### config.mk
export PLATFORM = sky130hd
export DESIGN_NAME = gps_time_source_selector
export DESIGN_NICKNAME = d
export VERILOG_FILES = /design/src/design/gtss_pkg.sv /design/src/design/gtss_core.sv /design/src/design/gps_time_source_selector.sv
export VERILOG_INCLUDE_DIRS = /design/src /design/src/design
export SDC_FILE = /design/constraint.sdc
export NUM_CORES = 1
export LEC_CHECK = 0
export BUFFER_PORTS_ARGS = -buffer_cell sky130_fd_sc_hd__buf_2
export CAP_MARGIN = 20
export CORE_ASPECT_RATIO = 0.75
export CORE_MARGIN = 5
export CORE_UTILIZATION = 35
export CTS_BUF_LIST = sky130_fd_sc_hd__clkbuf_16
export CTS_CLUSTER_SIZE = 12
export DETAILED_ROUTE_END_ITERATION = 6
export PLACE_DENSITY_LB_ADDON = 0.12
export SYNTH_ARGS = -nofsm -noshare
export SYNTH_HDL_FRONTEND = slang
export SYNTH_HIERARCHICAL = 1
export SYNTH_SLANG_ARGS = --single-unit
### constraint.sdc
create_clock -name i_clk -period 2.5 [get_ports i_clk]
set_clock_uncertainty 0.2 [all_clocks]
set_input_delay 0.25 -clock i_clk [delete_from_list [all_inputs] [get_ports i_clk]]
set_output_delay 0.25 -clock i_clk [all_outputs]
set_load 0.05 [all_outputs]
### src/design/gps_time_source_selector_defines.svh
// ----------------------------------------------------------------------------
// gps time source selector assertion macros
// checking macros for the selector top-level design file
// ----------------------------------------------------------------------------
`ifndef GPS_TIME_SOURCE_SELECTOR_DEFINES_SVH
`define GPS_TIME_SOURCE_SELECTOR_DEFINES_SVH

// checked only while out of reset
`define GTSS_ASSERT(lbl, prop, msg) \
    lbl: assert property (@(posedge i_clk) disable iff (!i_rst_n) prop) else $error(msg);

// checked at every edge, reset included
`define GTSS_ASSERT_ALWAYS(lbl, prop, msg) \
    lbl: assert property (@(posedge i_clk) prop) else $error(msg);

`endif

### src/design/gtss_pkg.sv
// ----------------------------------------------------------------------------
// gtss_pkg
// types and constants of the gps time source selector
// ----------------------------------------------------------------------------
package gtss_pkg;

    // source codes
    localparam logic [1:0] SRC_RTC = 2'd0;
    localparam logic [1:0] SRC_ONE = 2'd1;
    localparam logic [1:0] SRC_TWO = 2'd2;

    // opcodes
    localparam logic [1:0] OP_PULSE_ONE = 2'd0;
    localparam logic [1:0] OP_PULSE_TWO = 2'd1;
    localparam logic [1:0] OP_TICK      = 2'd2;

    // register indexes
    localparam logic [1:0] CFG_STABLE_THRESHOLD = 2'd0;
    localparam logic [1:0] CFG_SAVE_PERIOD      = 2'd1;

    localparam logic [7:0] MIN_SATS       = 8'd3;
    localparam logic [7:0] SAVE_WINDOW    = 8'd6;
    localparam logic [7:0] ROLLOVER_GUARD = 8'd56;
    localparam logic [7:0] COUNTDOWN_MIN  = 8'd1;

    localparam logic [7:0] RESET_THRESHOLD = 8'd5;
    localparam logic [7:0] RESET_PERIOD    = 8'd10;

    typedef struct packed {
        logic [1:0] opcode;
        logic       fix_valid_one;
        logic       fix_valid_two;
        logic [7:0] satellites_one;
        logic [7:0] satellites_two;
        logic [6:0] seconds_one;
        logic [6:0] seconds_two;
    } t_item;

    typedef struct packed {
        logic [1:0] source;
        logic       write_rtc;
        logic [6:0] write_seconds;
        logic       status_one;
        logic       status_two;
    } t_result;

    typedef struct packed {
        logic [1:0] source;
        logic [7:0] count_one;
        logic [7:0] count_two;
        logic [7:0] countdown;
    } t_state;

    typedef struct packed {
        logic [7:0] stable_threshold;
        logic [7:0] save_period;
    } t_cfg;

endpackage

### src/design/gtss_core.sv
// ----------------------------------------------------------------------------
// gtss_core
// next state and result of one word: pulse counting, rtc write decision,
// save countdown and source selection
// ----------------------------------------------------------------------------
module gtss_core
    import gtss_pkg::*;
(
    input  t_item   i_item,
    input  t_state  i_state,
    input  t_cfg    i_cfg,
    output t_state  o_state,
    output t_result o_result
);

    logic [7:0] sec_plus;
    logic [7:0] cd_tick;
    logic [7:0] cnt1_sat;
    logic [7:0] cnt2_sat;
    logic       stable_one;
    logic       stable_two;
    logic       gps_src;

    assign gps_src    = (i_state.source == SRC_ONE) || (i_state.source == SRC_TWO);
    assign sec_plus   = (i_state.source == SRC_ONE) ? ({1'b0, i_item.seconds_one} + 8'd1)
                                                    : ({1'b0, i_item.seconds_two} + 8'd1);
    assign cd_tick    = (i_state.source != SRC_RTC && i_state.countdown > COUNTDOWN_MIN)
                        ? i_state.countdown - 8'd1 : i_state.countdown;
    assign stable_one = i_state.count_one >= i_cfg.stable_threshold;
    assign stable_two = i_state.count_two >= i_cfg.stable_threshold;
    assign cnt1_sat   = (i_state.count_one > i_cfg.stable_threshold)
                        ? i_cfg.stable_threshold : i_state.count_one;
    assign cnt2_sat   = (i_state.count_two > i_cfg.stable_threshold)
                        ? i_cfg.stable_threshold : i_state.count_two;

    always_comb begin
        o_state                = i_state;
        o_result.write_rtc     = 1'b0;
        o_result.write_seconds = 7'd0;
        case (i_item.opcode)
            OP_PULSE_ONE, OP_PULSE_TWO: begin
                if (i_item.opcode == OP_PULSE_ONE) begin
                    o_state.count_one = i_state.count_one + 8'd1;
                end else begin
                    o_state.count_two = i_state.count_two + 8'd1;
                end
                // no write close to a minute rollover
                if (i_state.countdown < SAVE_WINDOW && gps_src && sec_plus < ROLLOVER_GUARD) begin
                    o_result.write_rtc     = 1'b1;
                    o_result.write_seconds = sec_plus[6:0];
                    o_state.countdown      = i_cfg.save_period;
                end
            end
            OP_TICK: begin
                o_state.countdown = cd_tick;
                if (!i_item.fix_valid_one && !i_item.fix_valid_two
                        && i_state.source != SRC_RTC) begin
                    o_state.source = SRC_RTC;
                end else if (stable_one && i_item.satellites_one >= i_item.satellites_two
                        && i_item.satellites_one > MIN_SATS && i_state.source != SRC_ONE) begin
                    o_state.source = SRC_ONE;
                end else if (stable_two && i_item.satellites_two > i_item.satellites_one
                        && i_item.satellites_two > MIN_SATS && i_state.source != SRC_TWO) begin
                    o_state.source = SRC_TWO;
                end
                o_state.count_one = i_item.fix_valid_one ? cnt1_sat : 8'd0;
                o_state.count_two = i_item.fix_valid_two ? cnt2_sat : 8'd0;
            end
            default: begin
                o_state = i_state;
            end
        endcase
        o_result.source     = o_state.source;
        o_result.status_one = i_item.fix_valid_one;
        o_result.status_two = i_item.fix_valid_two;
    end

endmodule

### src/design/gps_time_source_selector.sv
// ----------------------------------------------------------------------------
// gps_time_source_selector
// picks rtc or one of two gps receivers as time source and decides rtc writes
// ----------------------------------------------------------------------------
// channel   direction  handshake                  payload
// in        input      i_in_valid / o_in_stall    opcode, fix, satellites, seconds
// out       output     o_out_valid / i_out_stall  source, write, seconds, status
// cfg       input      i_cfg_valid / o_cfg_ready  i_cfg_index, i_cfg_data
//
// one word per cycle while the output does not stall; each word passes an
// input register, then the selector logic updates the state and loads the
// result register; result valid rises as the word moves into that register
// synchronous active-low reset resets state, threshold to 5, save period to 10
// a stall on the output ripples back to o_in_stall once both registers are full
// ----------------------------------------------------------------------------
`include "gps_time_source_selector_defines.svh"

module gps_time_source_selector
    import gtss_pkg::*;
(
    input  logic       i_clk,
    input  logic       i_rst_n,
    input  logic       i_in_valid,
    output logic       o_in_stall,
    input  logic [1:0] i_opcode,
    input  logic       i_fix_valid_one,
    input  logic       i_fix_valid_two,
    input  logic [7:0] i_satellites_one,
    input  logic [7:0] i_satellites_two,
    input  logic [6:0] i_seconds_one,
    input  logic [6:0] i_seconds_two,
    output logic       o_out_valid,
    input  logic       i_out_stall,
    output logic [1:0] o_source,
    output logic       o_write_rtc,
    output logic [6:0] o_write_seconds,
    output logic       o_status_one,
    output logic       o_status_two,
    input  logic       i_cfg_valid,
    output logic       o_cfg_ready,
    input  logic [1:0] i_cfg_index,
    input  logic [7:0] i_cfg_data
);

    logic    r_s1_valid;
    t_item   r_s1_item;
    logic    r_out_valid;
    t_result r_out_res;
    t_state  r_state;
    t_cfg    r_cfg;

    t_state  n_state;
    t_result n_res;
    logic    out_load;
    logic    s1_load;

    assign out_load    = !r_out_valid || !i_out_stall;
    assign o_in_stall  = r_s1_valid && !out_load;
    assign s1_load     = !o_in_stall;
    assign o_cfg_ready = 1'b1;

    gtss_core u_core (
        .i_item   (r_s1_item),
        .i_state  (r_state),
        .i_cfg    (r_cfg),
        .o_state  (n_state),
        .o_result (n_res)
    );

    always_ff @(posedge i_clk) begin
        if (!i_rst_n) begin
            r_cfg.stable_threshold <= RESET_THRESHOLD;
            r_cfg.save_period      <= RESET_PERIOD;
        end else if (i_cfg_valid) begin
            if (i_cfg_index == CFG_STABLE_THRESHOLD) begin
                r_cfg.stable_threshold <= i_cfg_data;
            end else if (i_cfg_index == CFG_SAVE_PERIOD) begin
                r_cfg.save_period <= i_cfg_data;
            end
        end
    end

    always_ff @(posedge i_clk) begin
        if (!i_rst_n) begin
            r_s1_valid <= 1'b0;
        end else if (s1_load) begin
            r_s1_valid <= i_in_valid;
        end
    end

    always_ff @(posedge i_clk) begin
        if (s1_load && i_in_valid) begin
            r_s1_item.opcode         <= i_opcode;
            r_s1_item.fix_valid_one  <= i_fix_valid_one;
            r_s1_item.fix_valid_two  <= i_fix_valid_two;
            r_s1_item.satellites_one <= i_satellites_one;
            r_s1_item.satellites_two <= i_satellites_two;
            r_s1_item.seconds_one    <= i_seconds_one;
            r_s1_item.seconds_two    <= i_seconds_two;
        end
    end

    // state advances exactly when a word moves into the result register
    always_ff @(posedge i_clk) begin
        if (!i_rst_n) begin
            r_out_valid       <= 1'b0;
            r_state.source    <= SRC_RTC;
            r_state.count_one <= 8'd0;
            r_state.count_two <= 8'd0;
            r_state.countdown <= RESET_PERIOD;
        end else if (out_load) begin
            r_out_valid <= r_s1_valid;
            if (r_s1_valid) begin
                r_state <= n_state;
            end
        end
    end

    always_ff @(posedge i_clk) begin
        if (out_load && r_s1_valid) begin
            r_out_res <= n_res;
        end
    end

    assign o_out_valid     = r_out_valid;
    assign o_source        = r_out_res.source;
    assign o_write_rtc     = r_out_res.write_rtc;
    assign o_write_seconds = r_out_res.write_seconds;
    assign o_status_one    = r_out_res.status_one;
    assign o_status_two    = r_out_res.status_two;

    `GTSS_ASSERT(a_write_guard, o_out_valid && o_write_rtc |-> o_write_seconds != 7'd0 && o_write_seconds < 7'd56, "rtc write near minute rollover")
    `GTSS_ASSERT(a_no_write_zero, o_out_valid && !o_write_rtc |-> o_write_seconds == 7'd0, "seconds set without rtc write")
    `GTSS_ASSERT(a_write_gps_src, o_out_valid && o_write_rtc |-> o_source == SRC_ONE || o_source == SRC_TWO, "rtc write while rtc is source")
    `GTSS_ASSERT(a_state_hold, !(out_load && r_s1_valid) |=> $stable(r_state), "state moved without a word")
    `GTSS_ASSERT_ALWAYS(a_reset_empty, !i_rst_n |=> !o_out_valid && !r_s1_valid, "pipeline not empty after reset")

endmodule

-- Yosys cells after proc, flatten, opt, wreduce, memory -nomap -nowiden
Cells that the tools add are included.
- memories kept: 0
- bits in registers: 90
- memory bits (writable): 0
- bits of input ports: 49
- logic and storage cells: 99
- ROM bits: 0
- bits in latches: 0
- muxes and demuxes: 15
- magnitude comparators: 11
- reduce and logical (&&, ||, !) cells: 34
- multipliers: 0
- $add $sub $neg: 5
- div/mod/pow operators: 0
- equality and inequality tests: 13
- shifts and indexed selects: 0
- bitwise operators: 1
- operators by type and width (kind ; number):
    $mux 8 ; 10
    $pmux 24 s2 ; 1
    $ge 8x8->1 ; 3
    $gt 8x8->1 ; 3
    $add 7x1->8 const B ; 2
    $add 8x1->8 const B ; 2
    $gt 8x2->1 const B ; 2
    $reduce_and 5->1 ; 3
    $logic_and 1x1->1 ; 14
    $gt 8x1->1 const B ; 1
    $lt 8x3->1 const B ; 1
    $lt 8x6->1 const B ; 1
    $mux 2 ; 4
    $ne 2x1->1 const B ; 4
    $sub 8x1->8 const B ; 1
    $eq 2x1->1 const B ; 3
    $logic_not 1->1 ; 6
    $ne 3x2->1 const B ; 2
    $reduce_and 2->1 ; 3
    $eq 2x2->1 const B ; 2
    $logic_not 2->1 ; 2
    $ne 2x2->1 const B ; 2
    $reduce_bool 2->1 ; 2
    $reduce_and 3->1 ; 1
    other kinds (3) ; 4

-- Longest topological paths before layout
Gate-level depths: netlist (run 1).
- word-level depth: 8
- gate-level depth with buffers: 15
- mapped depth without buffers: 12

-- By module
Netlist (run 1), hierarchy kept.
- modules (own cells, without submodules) (module ; instances ; cells an instance ; seq. area each (µm²) ; area an instance (µm²)):
    gps_time_source_selector ; 1 ; 237 ; 2262.2 ; 3214.3
    gtss_core ; 1 ; 271 ; 0.0 ; 1954.4

-- Least setup slack after synthesis (run 1)
Ideal clock, no wire load.
- path kind: register -> register
- start point: register r_out_valid (netlist: o_out_valid)
- end point: register r_s1_item[0] (netlist bit) (enable)
- arrival: 2436 ps
- stages on the path, launching flop included: 3
- period minus slack after synthesis: 3065 ps
- buffers on the path: 0
- library setup time: 429 ps
- setup slack: -565 ps
- path through: dfxtp_1 -> and3_2 -> nor2b_1
- longest elaborated chain between the ends: 6
- RTL lines (element ; line ; RTL):
    from (decl) ; gps_time_source_selector.sv:47 ; logic r_out_valid;
    from (signal assigned) ; gps_time_source_selector.sv:112 ; r_out_valid <= r_s1_valid;
    $logic_not 1->1 ; gps_time_source_selector.sv:57 ; assign out_load = !r_out_valid || !i_out_stall;
    $logic_or 1x1->1 ; gps_time_source_selector.sv:57 ;
    $logic_not 1->1 ; gps_time_source_selector.sv:58 ; assign o_in_stall = r_s1_valid && !out_load;
    $logic_and 1x1->1 ; gps_time_source_selector.sv:58 ;
    named net o_in_stall ; gps_time_source_selector.sv:24 ; output logic o_in_stall,
    $logic_not 1->1 ; gps_time_source_selector.sv:59 ; assign s1_load = !o_in_stall;
    $logic_and 1x1->1 ; gps_time_source_selector.sv:92 ; if (s1_load && i_in_valid) begin
    to (decl) ; gps_time_source_selector.sv:46 ; t_item r_s1_item;
The timed path passes the listed nets, and every way through them passes these cells.
A chain may end at the register's enable or synchronous reset.

-- Worst setup path after layout (run 1)
- start point: register r_state[25] (netlist bit)
- end point: register r_state[2] (netlist bit)
- longest elaborated chain between the ends: 6
- elaborated cells on any way between the ends: 12
- classes of those cells: order compare: 1; eq/ne: 4; mux: 1; reduce/logical: 6
- RTL lines (element ; line ; RTL):
    from (decl) ; gps_time_source_selector.sv:49 ; t_state r_state;
    from (signal assigned) ; gps_time_source_selector.sv:114 ; r_state <= n_state;
    $eq 2x1->1 / $eq 2x2->1 (equally long branches) ; gtss_core.sv:24, gtss_core.sv:25 ;
    $mux 8 / $logic_or 1x1->1 (equally long branches) ; gtss_core.sv:25, gtss_core.sv:24 ;
    $lt 8x6->1 / $logic_and 1x1->1 (equally long branches) ; gtss_core.sv:48 ; if (i_state.countdown < SAVE_WINDOW && gps_src && sec_plus < ROLLOVER_GUARD) begin
    $logic_and 1x1->1 ; gtss_core.sv:48 ;
    $ne 2x1->1 (no source line) ; - ;
    $reduce_and 5->1 (no source line) (*) ; - ;
Mark *: on every way between the ends. The rest lies on a longest branch, timed or not.

==> results of run 1 <==
[path summary, 6_finish.rpt]
check	startpoint	endpoint	cells after the start
max	r_state[25]$_SDFFE_PN0P_	r_state[2]$_SDFFE_PN0P_	13
min	i_cfg_data[7]	r_cfg[7]$_SDFFE_PN0P_	3
max reg2reg	r_state[25]$_SDFFE_PN0P_	r_state[2]$_SDFFE_PN0P_	13
min reg2reg	r_state[7]$_SDFFE_PN0P_	r_state[7]$_SDFFE_PN0P_	2
[flip-flops by register name, indices dropped and copies added (netlist names)]
name,flops
o_out_valid,1
r_s1_item,34
o_write_rtc,1
o_status_two,1
r_s1_valid,1
r_state,26
o_write_seconds,7
r_cfg,16
o_status_one,1
o_source,2
[layout by cell type (no fill, tap or decap), drive strengths merged, types with 5 or more instances in the layout]
master,instances
mux2,6
buf,108
nand2,86
xnor2,6
inv,32
or3,5
a21oi,20
dfxtp,44
nand4,9
o21ai,12
clkbuf,9
a21o,5
mux2i,58
edfxtp,46
nor2b,11
ha,32
nor4,5
o211ai,12
o22ai,6
and3,7
a31oi,5
nand3,17
nor2,13
o221ai,6
nand4b,5
dlygate4sd3,38
[power by group through the flow]
stage               sequential (mW)  combinational (mW)  clock, mW
floorplan                      1.70               0.192          0
global placement               1.68               0.322          0
detailed placement             1.68               0.326          0
CTS                            1.65               0.374       1.47
global route                   1.65               0.419       1.52
finish                         1.65               0.383       1.42
[final cells by class]
cell class / instances / area, um^2 / area share (%)
Clock buffer: 9 / 225 / 3.36
Clock inverter: 7 / 86.3 / 1.29
Inverter: 31 / 121 / 1.81
Multi-Input combinational cell: 361 / 2670 / 39.8
Sequential cell: 90 / 2270 / 33.8
Tap cell: 200 / 250 / 3.73
Timing Repair Buffer: 146 / 1080 / 16.2
[cells by family (layout without fill, tap and decap cells)]
family,Yosys count,count (layout),share of synthesized area [%]
DFF,90,90,43.8
other,2,2,0.145
AOI/OAI and AO/OA,80,80,10.8
muxes,64,64,12.6
xor gates and xnor gates,8,8,1.36
adders and majority gates,32,32,7.75
buffers and inverters,57,193,6.37
and+or+nand+nor,175,175,17.2
[critical path, cell delays in order (launching register included)]
cell       delay (ps)
dfxtp_2           330
inv_2              40
ha_4              160
mux2_4            310
ha_4              180
nand4_1           110
a21o_1            160
o211ai_2           90
o211ai_2          230
buf_6             160
a2bb2oi_2         140
o31a_1            140
nand2_1            50
mux2i_1           140
[routing by layer]
layer  GRT usage, %  vias to the layer above  wire (um)
met3           3.43                        8        651
li1               -                     2093          -
met2           22.1                      101       5480
met4           3.66                        0        106
met5              0                        -          0
met1           23.9                     1953       7000
[stage by stage]
step / worst slack, ps / TNS [ps] / cells
after floorplan: -89.4 / -152 / 508
after global placement: 21.9 / 0 / 781
after detailed placement: -23.9 / -69.5 / 781
after CTS: 1.57 / 0 / 838
after global routing: -105 / -668 / 844
final: -4.49 / -4.49 / 844
[what timing repair did]
item / in CTS / in global routing
endpoints found under the setup margin: 6 / 27
cloned: 0 / 0
buffers inserted: 3 / 6
pin swaps: 3 / 8
resized for setup: 4 / 18
endpoints found under the hold margin: 38 / 0
hold buffers: 38 / 0
==> flow_metrics.py, run 1 <==
metrics = {
    "status": {
        "status": "finished, violations left",
        "violations": "setup timing",
    },
    "routing": {
        "via_per_inst": 4.92,
        "antenna_left": 0,
        "dr.pass1.iters": 4,
        "wl_per_cell_um": 15.7,
        "drt_first_iter_violations": 221,
        "wl_um": 13200,
        "drc": 0,
        "via_count": 4155,
    },
    "synth": {
        "syn-mean-instance-area_um2": 10.2,
        "yosys-top-cells-count": "nand2_1, mux2i_1, edfxtp_1",
        "synth.ff_latch_count": 90,
        "synth_area_leader_cell": "edfxtp_1",
        "synthDistinctLibCells": 62,
        "async_reset_ff_share_pct": 0,
        "synthFlopType": "edfxtp_1",
        "yosysMostFrequentCell": "nand2_1",
        "netlist_instances": 508,
        "synth-edff-count": 46,
        "synth_top_area_share_pct": 26.7,
        "syn_area_um2": 5170,
        "synth_area_leaders": "edfxtp_1, dfxtp_1, mux2i_1",
        "ys_seq_area_share_pct": 43.8,
        "synth_fp_nets": 589,
        "yosysWarnings": 6,
    },
    "power": {
        "leakagePower_nw": 2.79,
        "pwr-share-clk_pct": 41.2,
        "power_mw": 3.45,
        "power.switching_mw": 0.805,
        "p_sw_share_pct": 23.3,
        "combPwrFrac_pct": 11.1,
        "p_int_mw": 2.65,
        "power_density_nw_per_um2": 515,
        "ir_drop_mv": 0.319,
        "power_frac_seq_pct": 47.7,
    },
    "global_routing": {
        "grt_use_total_pct": 15.5,
        "grt_pass1_vias": 3992,
        "grt_pass1_wl_um": 21200,
        "grt.overflow.total": 0,
        "antenna_found_initial": 0,
        "grt_max_degree": 79,
    },
    "timing": {
        "finalSetupViolations": 1,
        "rsz0062_at_grt": "yes",
        "hold_viol": 0,
        "setup_ws_ps": -4.49,
        "tightestPinTransition_ps": 746,
        "slew-limit-headroom_pct": 50.1,
        "whs_ps": 5.11,
        "drv_slew": 0,
        "fin_crit_sh_pct": 100,
        "fmax_mhz": 399,
        "min_period_ps": 2500,
    },
    "floorplanning": {
        "core_um2": 14500,
        "io_pins": 64,
        "die_x_um": 150,
        "die_y_um": 115,
        "start_util_pct": 35.8,
        "num_rows": 38,
        "dieArea_um2": 17300,
    },
    "layout": {
        "final_net_count": 720,
        "drive_gt1_share_pct": 24.4,
        "post-route-cell-area_um2": 6710,
        "n_antenna_cell": 0,
        "fillCellCount": 1397,
        "final_util_pct": 46.4,
        "area_growth_syn_to_layout_pct": 29.7,
    },
    "clocking": {
        "cts.path.max_buffers": 2,
        "cts_made_buffers": 9,
        "cts.sink_count": 90,
        "cts_tree": "built",
        "clkTransAtPathRegs_ps": 70,
        "cts-root-buf": "clkbuf_16",
        "htreeDepth": 3,
        "worstSkewPairLatency_ps": 330,
    },
    "placement": {
        "port_buffers": 62,
        "place_area_um2": 5870,
        "dp_hpwl_um": 9900,
        "place_congestion": 0.878,
    },
    "setup_path": {
        "cp.arrival_ps": 2570,
        "cp_data_required_time_ps": 2560,
        "crit_type": "reg2reg",
        "setup.worst_path.start_class": "flip-flop",
        "cp_max_fo": 6,
        "r2r_setup_slack_ps": -4,
        "endpoint_kind": "flip-flop",
    },
    "worst_hold_path": {
        "hold_class": "in2reg",
    },
    "run": {
        "drv_cap": 0,
    },
}
No activity file was read; power rests on OpenSTA's default activity.
==> run 2: changes to the inputs <==
--- a/config.mk
+++ b/config.mk
@@ -6,7 +6,6 @@
 export SDC_FILE = /design/constraint.sdc
 export NUM_CORES = 1
 export LEC_CHECK = 0
-export BUFFER_PORTS_ARGS = -buffer_cell sky130_fd_sc_hd__buf_2
 export CAP_MARGIN = 20
 export CORE_ASPECT_RATIO = 0.75
 export CORE_MARGIN = 5
@@ -14,6 +13,7 @@
 export CTS_BUF_LIST = sky130_fd_sc_hd__clkbuf_16
 export CTS_CLUSTER_SIZE = 12
 export DETAILED_ROUTE_END_ITERATION = 6
+export DONT_BUFFER_PORTS = 1
 export PLACE_DENSITY_LB_ADDON = 0.12
 export SYNTH_ARGS = -nofsm -noshare
 export SYNTH_HDL_FRONTEND = slang
==> run 2 against run 1 <==
Against the previous run: the flow finishes with violations (hold timing, setup timing); final cell count is 0.12% lower; first-iteration DRC count is 13% lower; total power is 0.52% higher; worst setup slack worse by 53 ps; critical path depth stayed put; register-to-register slack worse by 50 ps; fmax is 2.1% lower; clock power is 4% higher; combinational power is 15% lower; via count is 3.8% higher; wire length is 5.1% higher; clock-buffer cell count stayed put; largest power group unchanged.
==> flow_metrics.py, run 2 (same netlist as run 1, synthesis figures left out) <==
metrics = {
    "status": {
        "status": "finished, violations left",
        "violations": "hold timing, setup timing",
    },
    "run": {
        "drv_cap": 0,
    },
    "layout": {
        "final_common_cell": "dlygate4sd3_1",
        "top_regs": "r_s1_item x34, r_state x26, r_cfg x16",
        "layout.area.seq_um2": 2270,
        "area_growth_syn_to_layout_pct": 36.2,
        "n_antenna_cell": 0,
        "final_cell_mix": "dlygate4sd3_1, nand2_1, mux2i_1",
        "fillCellCount": 1366,
        "final_net_count": 719,
        "regMostFlops": "r_s1_item",
        "fin_cells": 843,
        "largest_reg_flops": 34,
        "multi_input_area_um2": 2710,
        "drive_gt1_share_pct": 16.5,
    },
    "timing": {
        "hold_viol": 25,
        "slew-limit-headroom_pct": 43.3,
        "fin_crit_sh_pct": 102,
        "tightestPinTransition_ps": 847,
        "whs_ps": -120,
        "fmax_mhz": 391,
        "min_period_ps": 2560,
        "rsz0062_at_grt": "yes",
        "finalSetupViolations": 7,
        "tns_ps": -208,
        "drv_slew": 0,
        "setup_ws_ps": -57.6,
    },
    "routing": {
        "antenna_left": 0,
        "wl_um": 13900,
        "wl_per_cell_um": 16.5,
        "via_count": 4312,
        "via_per_inst": 5.12,
        "drt_first_iter_violations": 193,
        "dr.pass1.iters": 4,
        "drc": 0,
    },
    "placement": {
        "place_congestion": 0.839,
        "dp.cells": 725,
        "port_buffers": 0,
        "dp_hpwl_um": 9320,
    },
    "setup_path": {
        "endpoint_kind": "flip-flop",
        "cp_data_required_time_ps": 2580,
        "setup.worst_path.start_class": "flip-flop",
        "crit_type": "reg2reg",
        "r2r_setup_slack_ps": -60,
        "cp_max_fo": 8,
        "cp.arrival_ps": 2640,
    },
    "global_routing": {
        "grt_pass1_wl_um": 21900,
        "grt.overflow.total": 0,
        "grt_max_degree": 79,
        "grt_use_total_pct": 16.3,
        "grt_pass1_vias": 4201,
        "antenna_found_initial": 0,
    },
    "clocking": {
        "cts.path.max_buffers": 2,
        "cts_made_buffers": 9,
        "htreeDepth": 3,
        "cts_tree": "built",
        "clkTransAtPathRegs_ps": 70,
        "cts-root-buf": "clkbuf_16",
        "worstSkewPairLatency_ps": 350,
        "cts.sink_count": 90,
    },
    "floorplanning": {
        "die_y_um": 115,
        "io_pins": 64,
        "dieArea_um2": 17300,
        "num_rows": 38,
        "die_x_um": 150,
        "start_util_pct": 35.8,
        "core_um2": 14500,
    },
    "power": {
        "leakagePower_nw": 2.76,
        "power_mw": 3.47,
        "ir_drop_mv": 0.303,
        "power_density_nw_per_um2": 493,
    },
    "worst_hold_path": {
        "hold_class": "in2reg",
    },
}
-- run 2: cell types whose count changed in the layout (fill, tap and decap cells not counted), sizes merged --
cell,before,now
clkinvlp,2,0
clkbuf,9,10
dlygate4sd3,38,92
clkinv,2,4
buf,108,52
-- run 2: final timing paths --
path | cells past startpoint | from | endpoint
hold reg to reg | 2 | r_state[6]$_SDFFE_PN0P_ | r_state[6]$_SDFFE_PN0P_
setup reg to reg | 13 | r_state[25]$_SDFFE_PN0P_ | r_state[2]$_SDFFE_PN0P_
hold / removal | 2 | i_rst_n | r_state[13]$_SDFFE_PN0P_
setup / recovery | 13 | r_state[25]$_SDFFE_PN0P_ | r_state[2]$_SDFFE_PN0P_
-- run 2: metal layers --
metal,share of wire (%),vias to the layer above,global-route usage [%]
li1,-,2105,-
met2,43,103,24.0
met1,52,2090,23.9
met3,4.6,14,3.86
met5,0,-,0
met4,1.3,0,4.57
-- run 2: area by class of cell --
cell class	count	area share, %
Multi-Input combinational cell	361	38.5
Sequential cell	90	32.2
Timing Repair Buffer	145	19.6
Tap cell	200	3.55
Clock buffer	9	3.20
Inverter	31	1.72
Clock inverter	7	1.30
-- run 2: repair_timing --
item,CTS,global route
gates resized for setup,5,17
endpoints found under the hold margin,78,25
endpoints found under the setup margin,12,25
pin swaps,4,18
gates cloned,0,1
hold buffers,91,1
buffers inserted,4,5
-- run 2: critical path, cell delays in order (launching register included) --
cell       delay [ps]
dfxtp_2           330
inv_2              70
ha_4              150
mux2_4            320
ha_4              180
nand4_1           120
a21o_1            160
o211ai_2           80
o211ai_2          230
buf_6             160
a2bb2oi_1         160
o31a_1            140
nand2_1            50
mux2i_1           120
-- run 2: metrics by stage --
step | setup WS (ps) | util (%) | area, um^2
after floorplan | -89.4 | - | 5200
after global placement | 20.1 | 38.8 | 5600
after detailed placement | -60.6 | 38.8 | 5600
after CTS | -37.6 | 47.6 | 6870
after global routing | -175 | 48.7 | 7040
final | -57.6 | 48.7 | 7040
-- run 2: where the power goes --
part / total [mW] / switching, mW / internal, mW / leakage [nW]
Clock: 1.47 / 0.597 / 0.875 / 0.157
Sequential: 1.68 / 0.0659 / 1.61 / 0.806
Combinational: 0.324 / 0.155 / 0.169 / 1.80
==> run 3: changes to the inputs <==
--- a/config.mk
+++ b/config.mk
@@ -14,7 +14,7 @@
 export CTS_CLUSTER_SIZE = 12
 export DETAILED_ROUTE_END_ITERATION = 6
 export DONT_BUFFER_PORTS = 1
-export PLACE_DENSITY_LB_ADDON = 0.12
+export PLACE_DENSITY = 0.59
 export SYNTH_ARGS = -nofsm -noshare
 export SYNTH_HDL_FRONTEND = slang
 export SYNTH_HIERARCHICAL = 1
==> constraint.sdc (replaced) <==
create_clock -name i_clk -period 2.7 [get_ports i_clk]
set_clock_uncertainty 0.2 [all_clocks]
set_input_delay 0.27 -clock i_clk [delete_from_list [all_inputs] [get_ports i_clk]]
set_output_delay 0.27 -clock i_clk [all_outputs]
set_load 0.05 [all_outputs]
==> run 3 against run 2 <==
Against the previous run: the flow now finishes without violations; total power down 11%; final area is 9.8% lower; global-route usage shrank 2.0 points; first-iteration DRC count grew 53%; die area is the same; clock-buffer cell count stayed put; fmax fell by 4.0%; clock power shrank 16%; final cell count is 7.6% lower; sequential cell count stayed put; critical endpoint is now r_state[0]$_SDFFE_PN0P_; largest power group unchanged.
==> flow_metrics.py, run 3 (same netlist as run 1, synthesis figures left out) <==
metrics = {
    "placement": {
        "place_congestion": 0.865,
        "port_buffers": 0,
        "dp_hpwl_um": 8760,
    },
    "setup_path": {
        "r2r_setup_slack_ps": 40,
        "cp_max_fo": 8,
        "cp.arrival_ps": 2730,
        "timing.rr.end": "r_state[0]$_SDFFE_PN0P_",
        "setup.worst_path.start_class": "flip-flop",
        "startpoint": "r_state[25]$_SDFFE_PN0P_",
        "cp_data_required_time_ps": 2760,
        "endpoint_kind": "flip-flop",
        "rr_worst_depth": 13,
        "regToRegStartpoint": "r_state[25]$_SDFFE_PN0P_",
        "crit_type": "reg2reg",
    },
    "timing": {
        "hold_viol": 0,
        "drv_slew": 0,
        "slew-limit-headroom_pct": 49.2,
        "finalSetupViolations": 0,
        "fmax_mhz": 375,
        "rsz0062_at_grt": "yes",
        "fin_crit_sh_pct": 98.7,
        "tns_ps": 0,
        "tightestPinTransition_ps": 758,
        "min_period_ps": 2660,
    },
    "routing": {
        "antenna_left": 0,
        "wl_um": 12300,
        "drt_first_iter_violations": 296,
        "wl_per_cell_um": 15.8,
        "drc": 0,
        "dr.pass1.iters": 5,
        "via_per_inst": 5.16,
        "via_count": 4018,
    },
    "layout": {
        "top_regs": "r_s1_item x34, r_state x26, r_cfg x16",
        "n_antenna_cell": 0,
        "final_common_cell": "nand2_1",
        "largest_reg_flops": 34,
        "regMostFlops": "r_s1_item",
        "area_growth_syn_to_layout_pct": 22.9,
        "drive_gt1_share_pct": 11.7,
        "final_cell_mix": "nand2_1, mux2i_1, dlygate4sd3_1",
        "final_net_count": 655,
    },
    "floorplanning": {
        "start_util_pct": 35.8,
        "io_pins": 64,
        "die_x_um": 150,
        "die_y_um": 115,
        "dieArea_um2": 17300,
        "core_um2": 14500,
        "num_rows": 38,
    },
    "worst_hold_path": {
        "hold_class": "in2reg",
        "min_to": "r_cfg[11]$_SDFFE_PN0P_",
        "min_from": "i_cfg_index[1]",
        "hold_depth": 2,
    },
    "clocking": {
        "cts_tree": "built",
        "worstSkewPairLatency_ps": 340,
        "htreeDepth": 3,
        "cts.sink_count": 90,
        "clkTransAtPathRegs_ps": 70,
        "cts_made_buffers": 9,
        "cts.path.max_buffers": 2,
        "cts-root-buf": "clkbuf_16",
    },
    "global_routing": {
        "antenna_found_initial": 0,
        "grt_use_total_pct": 14.3,
        "grt_pass1_vias": 3876,
        "grt_pass1_wl_um": 19800,
        "grt.overflow.total": 0,
        "grt_max_degree": 79,
    },
    "power": {
        "power_mw": 3.08,
        "leakagePower_nw": 2.49,
        "power_density_nw_per_um2": 485,
        "ir_drop_mv": 0.296,
    },
    "status": {
        "status": "finished, final reports clean",
    },
    "run": {
        "drv_cap": 0,
    },
}
-- run 3: changes by cell type in the layout (fill, tap and decap cells not counted), sizes merged --
cell / change
dlygate4sd3: -38
buf: -25
clkinvlp: +2
bufinv: -1
clkbuf: -1
inv: -1
-- run 3: how the worst max path moves through the flow --
stage,to,slack [ps],depth (start not counted)
after CTS,r_state[2]$_SDFFE_PN0P_,9,13
after detailed placement,r_state[2]$_SDFFE_PN0P_,-30,13
after floorplan,r_state[1]$_SDFFE_PN1P_,20,15
after global routing,r_state[0]$_SDFFE_PN0P_,-90,13
after global placement,r_state[2]$_SDFFE_PN0P_,70,13
final,r_state[0]$_SDFFE_PN0P_,40,13
-- run 3: area by class of cell --
class                           count  area (um^2)
Multi-Input combinational cell    361         2650
Sequential cell                    90         2260
Timing Repair Buffer               81          779
Fill cell                        1377         8100
Tap cell                          200          250
Inverter                           31          116
Clock inverter                      7         70.1
Clock buffer                        9          225
-- run 3: metrics by stage --
step / setup WS [ps] / util [%] / std cells / instance area, um^2 / hold slack (ps)
after global routing: -89.3 / 43.9 / 779 / 6350 / 1.65
final: 35.0 / 43.9 / 779 / 6350 / 10.7
after detailed placement: -26.1 / 37.6 / 707 / 5430 / 169
after CTS: 8.95 / 43.7 / 778 / 6310 / 0.700
after floorplan: 19.4 / - / 508 / 5180 / 169
after global placement: 66.5 / 37.6 / 707 / 5430 / 169
-- run 3: critical path, cell delays in order, from the launching register on --
cell and delay [ps]:
dfxtp_2 350, inv_2 60, ha_4 170, mux2_4 320, ha_4 180, nand4b_1 130
a21o_1 160, o211ai_2 90, o211ai_2 310, buf_6 190, o22ai_2 70, a31oi_1 160
nand2_1 70, mux2i_1 150
-- run 3: routing by layer --
metal / track usage [%] / wire, um
met1: 21.5 / 6420
met2: 21.1 / 5140
met3: 2.96 / 611
met4: 3.53 / 133
met5: 0 / 0
-- run 3: what timing repair did --
action / 4_1_cts / 5_1_grt
resized for setup: 5 / 8
hold buffers: 55 / 0
setup buffers: 0 / 1
endpoints found under the setup margin: 3 / 13
hold endpoints to repair: 78 / 0
pin swaps: 1 / 3
-- run 3: power breakdown --
group / switching (mW) / internal, mW / leakage, nW
clock: 0.528 / 0.714 / 0.137
combinational: 0.148 / 0.138 / 1.55
sequential: 0.0611 / 1.49 / 0.806
total: 0.738 / 2.34 / 2.49
